### src/rtl/fekc_pkg.sv
// ----------------------------------------------------------------------------
// fekc_pkg
// shared types and codes of the fifo-evicting key cache
// ----------------------------------------------------------------------------
package fekc_pkg;

  localparam int KEY_W   = 64;
  localparam int SEQ_W   = 64;
  localparam int CMD_W   = 2;
  localparam int LIMIT_W = 5;
  localparam int OUT_PW  = 32;
  localparam int TOTAL_W = 32;

  typedef enum logic [CMD_W-1:0] {
    CMD_LOOKUP = 2'd0,
    CMD_INSERT = 2'd1,
    CMD_CLEAR  = 2'd2
  } cmd_e;

  typedef enum logic [1:0] {
    ST_IDLE,
    ST_SCAN,
    ST_WRITE
  } state_e;

  // flags of the search probe that walks the cell chain
  typedef struct packed {
    logic vld;
    logic match;
    logic old_found;
    logic free_found;
  } probe_flags_t;

  // update broadcast to every cell
  typedef struct packed {
    logic clr;
    logic evict;
    logic write;
  } wr_ctrl_t;

endpackage

### src/rtl/fekc_cell.sv
// ----------------------------------------------------------------------------
// fekc_cell
// one cache slot plus one stage of the search probe chain
// ----------------------------------------------------------------------------
module fekc_cell
  import fekc_pkg::*;
#(
  parameter int IDX   = 0,
  parameter int IDX_W = 4,
  parameter int CNT_W = 5,
  parameter int PW    = 32
) (
  input  logic                clk_i,
  input  logic                rst_ni,
  // probe from the previous cell
  input  probe_flags_t        flags_i,
  input  logic [KEY_W-1:0]    key_i,
  input  logic [PW-1:0]       pay_i,
  input  logic [IDX_W-1:0]    midx_i,
  input  logic [IDX_W-1:0]    oidx_i,
  input  logic [SEQ_W-1:0]    oseq_i,
  input  logic [IDX_W-1:0]    fidx_i,
  input  logic [CNT_W-1:0]    cnt_i,
  // probe to the next cell
  output probe_flags_t        flags_o,
  output logic [KEY_W-1:0]    key_o,
  output logic [PW-1:0]       pay_o,
  output logic [IDX_W-1:0]    midx_o,
  output logic [IDX_W-1:0]    oidx_o,
  output logic [SEQ_W-1:0]    oseq_o,
  output logic [IDX_W-1:0]    fidx_o,
  output logic [CNT_W-1:0]    cnt_o,
  // update broadcast
  input  wr_ctrl_t            wr_i,
  input  logic [IDX_W-1:0]    wr_tgt_i,
  input  logic [IDX_W-1:0]    wr_evict_i,
  input  logic [KEY_W-1:0]    wr_key_i,
  input  logic [PW-1:0]       wr_pay_i,
  input  logic [SEQ_W-1:0]    wr_seq_i
);

  localparam logic [IDX_W-1:0] MY_IDX = IDX_W'(IDX);

  logic             valid_q, valid_d;
  logic [KEY_W-1:0] key_q;
  logic [PW-1:0]    pay_q;
  logic [SEQ_W-1:0] seq_q;

  probe_flags_t     flags_q, flags_d;
  logic [KEY_W-1:0] pkey_q;
  logic [PW-1:0]    ppay_q, ppay_d;
  logic [IDX_W-1:0] midx_q, midx_d, oidx_q, oidx_d, fidx_q, fidx_d;
  logic [SEQ_W-1:0] oseq_q, oseq_d;
  logic [CNT_W-1:0] cnt_q, cnt_d;

  logic hit_here, older_here, free_here, write_here;

  assign write_here = wr_i.write && (wr_tgt_i == MY_IDX);

  // slot update: a clear wins, then a write to the same slot wins over an evict
  always_comb begin
    valid_d = valid_q;
    if (wr_i.clr) begin
      valid_d = 1'b0;
    end else if (write_here) begin
      valid_d = 1'b1;
    end else if (wr_i.evict && (wr_evict_i == MY_IDX)) begin
      valid_d = 1'b0;
    end
  end

  // merge this slot into the passing probe
  always_comb begin
    hit_here   = valid_q && (key_q == key_i);
    older_here = valid_q && (!flags_i.old_found || (seq_q < oseq_i));
    free_here  = !valid_q && !flags_i.free_found;

    flags_d            = flags_i;
    flags_d.match      = flags_i.match || hit_here;
    flags_d.old_found  = flags_i.old_found || valid_q;
    flags_d.free_found = flags_i.free_found || !valid_q;

    midx_d = (hit_here && !flags_i.match) ? MY_IDX : midx_i;
    ppay_d = (hit_here && !flags_i.match) ? pay_q : pay_i;
    oidx_d = older_here ? MY_IDX : oidx_i;
    oseq_d = older_here ? seq_q : oseq_i;
    fidx_d = free_here ? MY_IDX : fidx_i;
    cnt_d  = cnt_i + CNT_W'(valid_q);
  end

  always_ff @(posedge clk_i or negedge rst_ni) begin
    if (!rst_ni) begin
      valid_q <= 1'b0;
      flags_q <= '0;
    end else begin
      valid_q <= valid_d;
      flags_q <= flags_d;
    end
  end

  always_ff @(posedge clk_i) begin
    if (write_here) begin
      key_q <= wr_key_i;
      pay_q <= wr_pay_i;
      seq_q <= wr_seq_i;
    end
    pkey_q <= key_i;
    ppay_q <= ppay_d;
    midx_q <= midx_d;
    oidx_q <= oidx_d;
    oseq_q <= oseq_d;
    fidx_q <= fidx_d;
    cnt_q  <= cnt_d;
  end

  assign flags_o = flags_q;
  assign key_o   = pkey_q;
  assign pay_o   = ppay_q;
  assign midx_o  = midx_q;
  assign oidx_o  = oidx_q;
  assign oseq_o  = oseq_q;
  assign fidx_o  = fidx_q;
  assign cnt_o   = cnt_q;

endmodule

### config.mk
export PLATFORM = sky130hd
export DESIGN_NAME = fekc_cell
export DESIGN_NICKNAME = d
export VERILOG_FILES = /design/src/rtl/fekc_pkg.sv /design/src/rtl/fekc_cell.sv
export SDC_FILE = /design/constraint.sdc
export NUM_CORES = 1
export LEC_CHECK = 0
export CAP_MARGIN = 20
export CELL_PAD_IN_SITES_DETAIL_PLACEMENT = 1
export CELL_PAD_IN_SITES_GLOBAL_PLACEMENT = 2
export CORE_UTILIZATION = 35
export CTS_BUF_LIST = sky130_fd_sc_hd__clkbuf_2 sky130_fd_sc_hd__clkbuf_4 sky130_fd_sc_hd__clkbuf_8
export CTS_CLUSTER_DIAMETER = 40
export DETAILED_ROUTE_END_ITERATION = 6
export DONT_BUFFER_PORTS = 1
export PLACE_DENSITY_LB_ADDON = 0.1
export SYNTH_ARGS = -nofsm -noshare
export SYNTH_HDL_FRONTEND = slang
export SYNTH_SLANG_ARGS = --single-unit
### constraint.sdc
create_clock -name clk_i -period 3.5 [get_ports clk_i]
set_input_delay 0.7 -clock clk_i [delete_from_list [all_inputs] [get_ports clk_i]]
set_output_delay 0.7 -clock clk_i [all_outputs]
set_load 0.005 [all_outputs]
==> flow_metrics.tcl <==
set metrics [dict create \
    hold_violations 0 \
    cts_sinks 342 \
    grt_pass1_vias 11600 \
    crit_path_end_kind "flip-flop" \
    wl_mm 53.6 \
    firstDrtPassIters 4 \
    grt_pass1_wl_mm 77.7 \
    ff2ff_setup_slack_ps 470 \
    crit_type "reg -> reg" \
    antenna_left 0 \
    final-setup-viol-count 0 \
    drtIter0Drc 590 \
    slew_headroom 0.340 \
    std_cell_rows 75 \
    syn_nets 1711 \
    cp-start-kind "flip-flop" \
    coreArea_um2 41900 \
    synthTopCellsByCount "dfxtp_1, edfxtp_1, nand2_1" \
    portBuffers 0 \
    crit_required_ps 4030 \
    outcome "finished, final reports clean" \
    fmax_ghz 0.331 \
    yosysUniqueCellTypes 48 \
    rsz0062_at_grt "no" \
    die_h_um 208 \
    tns_ps 0 \
    cts_max_level 3 \
    antenna_found_initial 24 \
    num_vias 10800 \
    grt_max_degree 104 \
    clock_latency_ps 640 \
    path_max_fanout 64 \
    seq_area_frac_synth 0.571 \
    slew_viol_final 0 \
    yosysTopAreaCellShare 0.324 \
    cp_data_arrival_time_ps 3550 \
    place_area_um2 15500 \
    power_density_nw_per_um2 559 \
    ir_worst_vdd_v 0.000398 \
    syn_area_um2 14800 \
    drive_gt1_frac 0.136 \
    ys_top_cells_by_area "edfxtp_1, dfxtp_1, ha_1" \
    synth_top_flop_cell "dfxtp_1" \
    pin_count 535 \
    initial_utilization 0.354 \
    clk_root_buffer_cell "clkbuf_8" \
    ys_seq_elements 342 \
    wl_per_cell_um 28.1 \
    drv_cap 0 \
    fin_area_um2 17100 \
    place.gp.congestion 0.794 \
    route.detailed.drc 0 \
    syn_avg_cell_area_um2 11.5 \
    synth.most_common_cell "dfxtp_1" \
    syn_inst 1292 \
    post_cts_resized 0 \
    dieArea_um2 43200 \
    worst_pin_slew_ps 990 \
    synth.largest_area_cell "edfxtp_1" \
    place_hpwl_mm 36.5 \
    yosysWarnings 0 \
    p_leak_nw 6.35 \
    tritoncts "done" \
    grt_use_total 0.243 \
    synth_async_sr_flop_share 0.0146 \
    path_clk_slew_ps 70 \
    synth_edf_count 160 \
    die_width_um 208 \
    cts_buffers 70 \
    whs_ps 77.5 \
    min_period_ps 3030 \
    fin_skew_ps 40.1 \
    hp-class "in -> reg" \
    area_delta_synth_final_pct 15.6 \
    viasPerCell 5.68 \
    finalNetCount 1715 \
    timing.final.crit_share 0.864 \
    clk_path_buf_depth 3 \
    overflow 0 \
]
[placed cells by master, fill, tap and decap left out, types with 5 or more instances in the layout]
cell type  instances
dfxtp_1          177
edfxtp_1         160
nand2_1           83
inv_1             79
clkbuf_8          79
nor2_1            72
o2111ai_1         68
nor3_1            66
a221oi_1          66
o211ai_1          65
ha_1              65
o21a_1            64
xor2_1            31
a21oi_1           24
mux2_4            20
nor2b_1           18
xnor2_1           17
nand2b_1          17
buf_4             15
nand4_1           13
diode_2           12
nand3_1           11
o21ai_0           11
buf_12            11
nor4_1            10
clkbuf_4          10
clkinv_2           9
clkinv_1           8
a211oi_1           6
mux2_1             6
mux2_2             6
bufinv_16          6
and4_1             5
inv_6              5
dfrtp_1            5
[cells by family after synthesis]
logic type | Yosys count | share of synthesized area
AOI/OAI and AO/OA | 326 | 0.172
xor gates and xnor gates | 48 | 0.0284
adders and majority gates | 65 | 0.0549
buffers and inverters | 174 | 0.0456
DFF | 342 | 0.571
muxes | 32 | 0.0294
and+or+nand+nor | 305 | 0.0985
[report_power, final]
| part | switching, mW | internal (mW) |
|---|---|---|
| registers | 0.115 | 4.35 |
| clock network | 1.95 | 2.68 |
| logic | 0.286 | 0.198 |
[worst max-delay path: stages, from the launching register on]
cell       delay (ps)
edfxtp_1          430
ha_1              350
a21oi_1           130
o21ai_0           100
a221oi_1          550
o211a_4           890
o2111ai_1         280
o211ai_1          180
[routing by layer]
layer  vias up  share of wire  track usage
li1       4900              -            -
met1      5364           0.40        0.281
met2       435           0.49        0.407
met3       101          0.078       0.0864
met4         6          0.031        0.104
met5         -        0.00080            0
[final timing paths]
kind	startpoint	to	cells past startpoint
max	seq_q[35]	oseq_o[60]	7
min	key_i[42]	key_o[42]	0
max reg2reg	seq_q[35]	oseq_o[60]	7
min reg2reg	pay_q[7]	pay_o[7]	1
max in group asynchronous	rst_ni	valid_q	1
min in group asynchronous	rst_ni	flags_o[2]	1
[flip-flops by register name, summed over array words and instances (netlist names)]
register  flops
valid_q       1
key_q        64
pay_q        32
fidx_o        4
midx_o        4
oidx_o        4
key_o        64
oseq_o       64
pay_o        32
seq_q        64
flags_o       4
cnt_o         5
[area by class of cell]
class | instances | area [um^2]
Fill cell | 4455 | 24700
Sequential cell | 342 | 8470
Multi-Input combinational cell | 776 | 5770
Clock buffer | 89 | 1160
Tap cell | 539 | 674
Clock inverter | 39 | 395
Timing Repair Buffer | 27 | 343
Inverter | 79 | 297
Antenna cell | 12 | 30.0
[per-stage QoR]
step	power (mW)	worst slack (ps)	cells	utilization
2_1_floorplan	4.85	105	1292	-
3_3_place_gp	5.03	243	1762	0.371
3_5_place_dp	5.03	215	1762	0.371
4_1_cts	9.71	467	1891	0.409
5_1_grt	9.94	253	1901	0.409
6_report	9.58	474	1903	0.410
[what timing repair did]
item                                    4_1_cts  5_1_grt
endpoints found under the setup margin        0        0
endpoints found under the hold margin         5        0
hold buffers                                  1        0
buffers inserted                              0        0
Power figures use the tool's default switching activity.
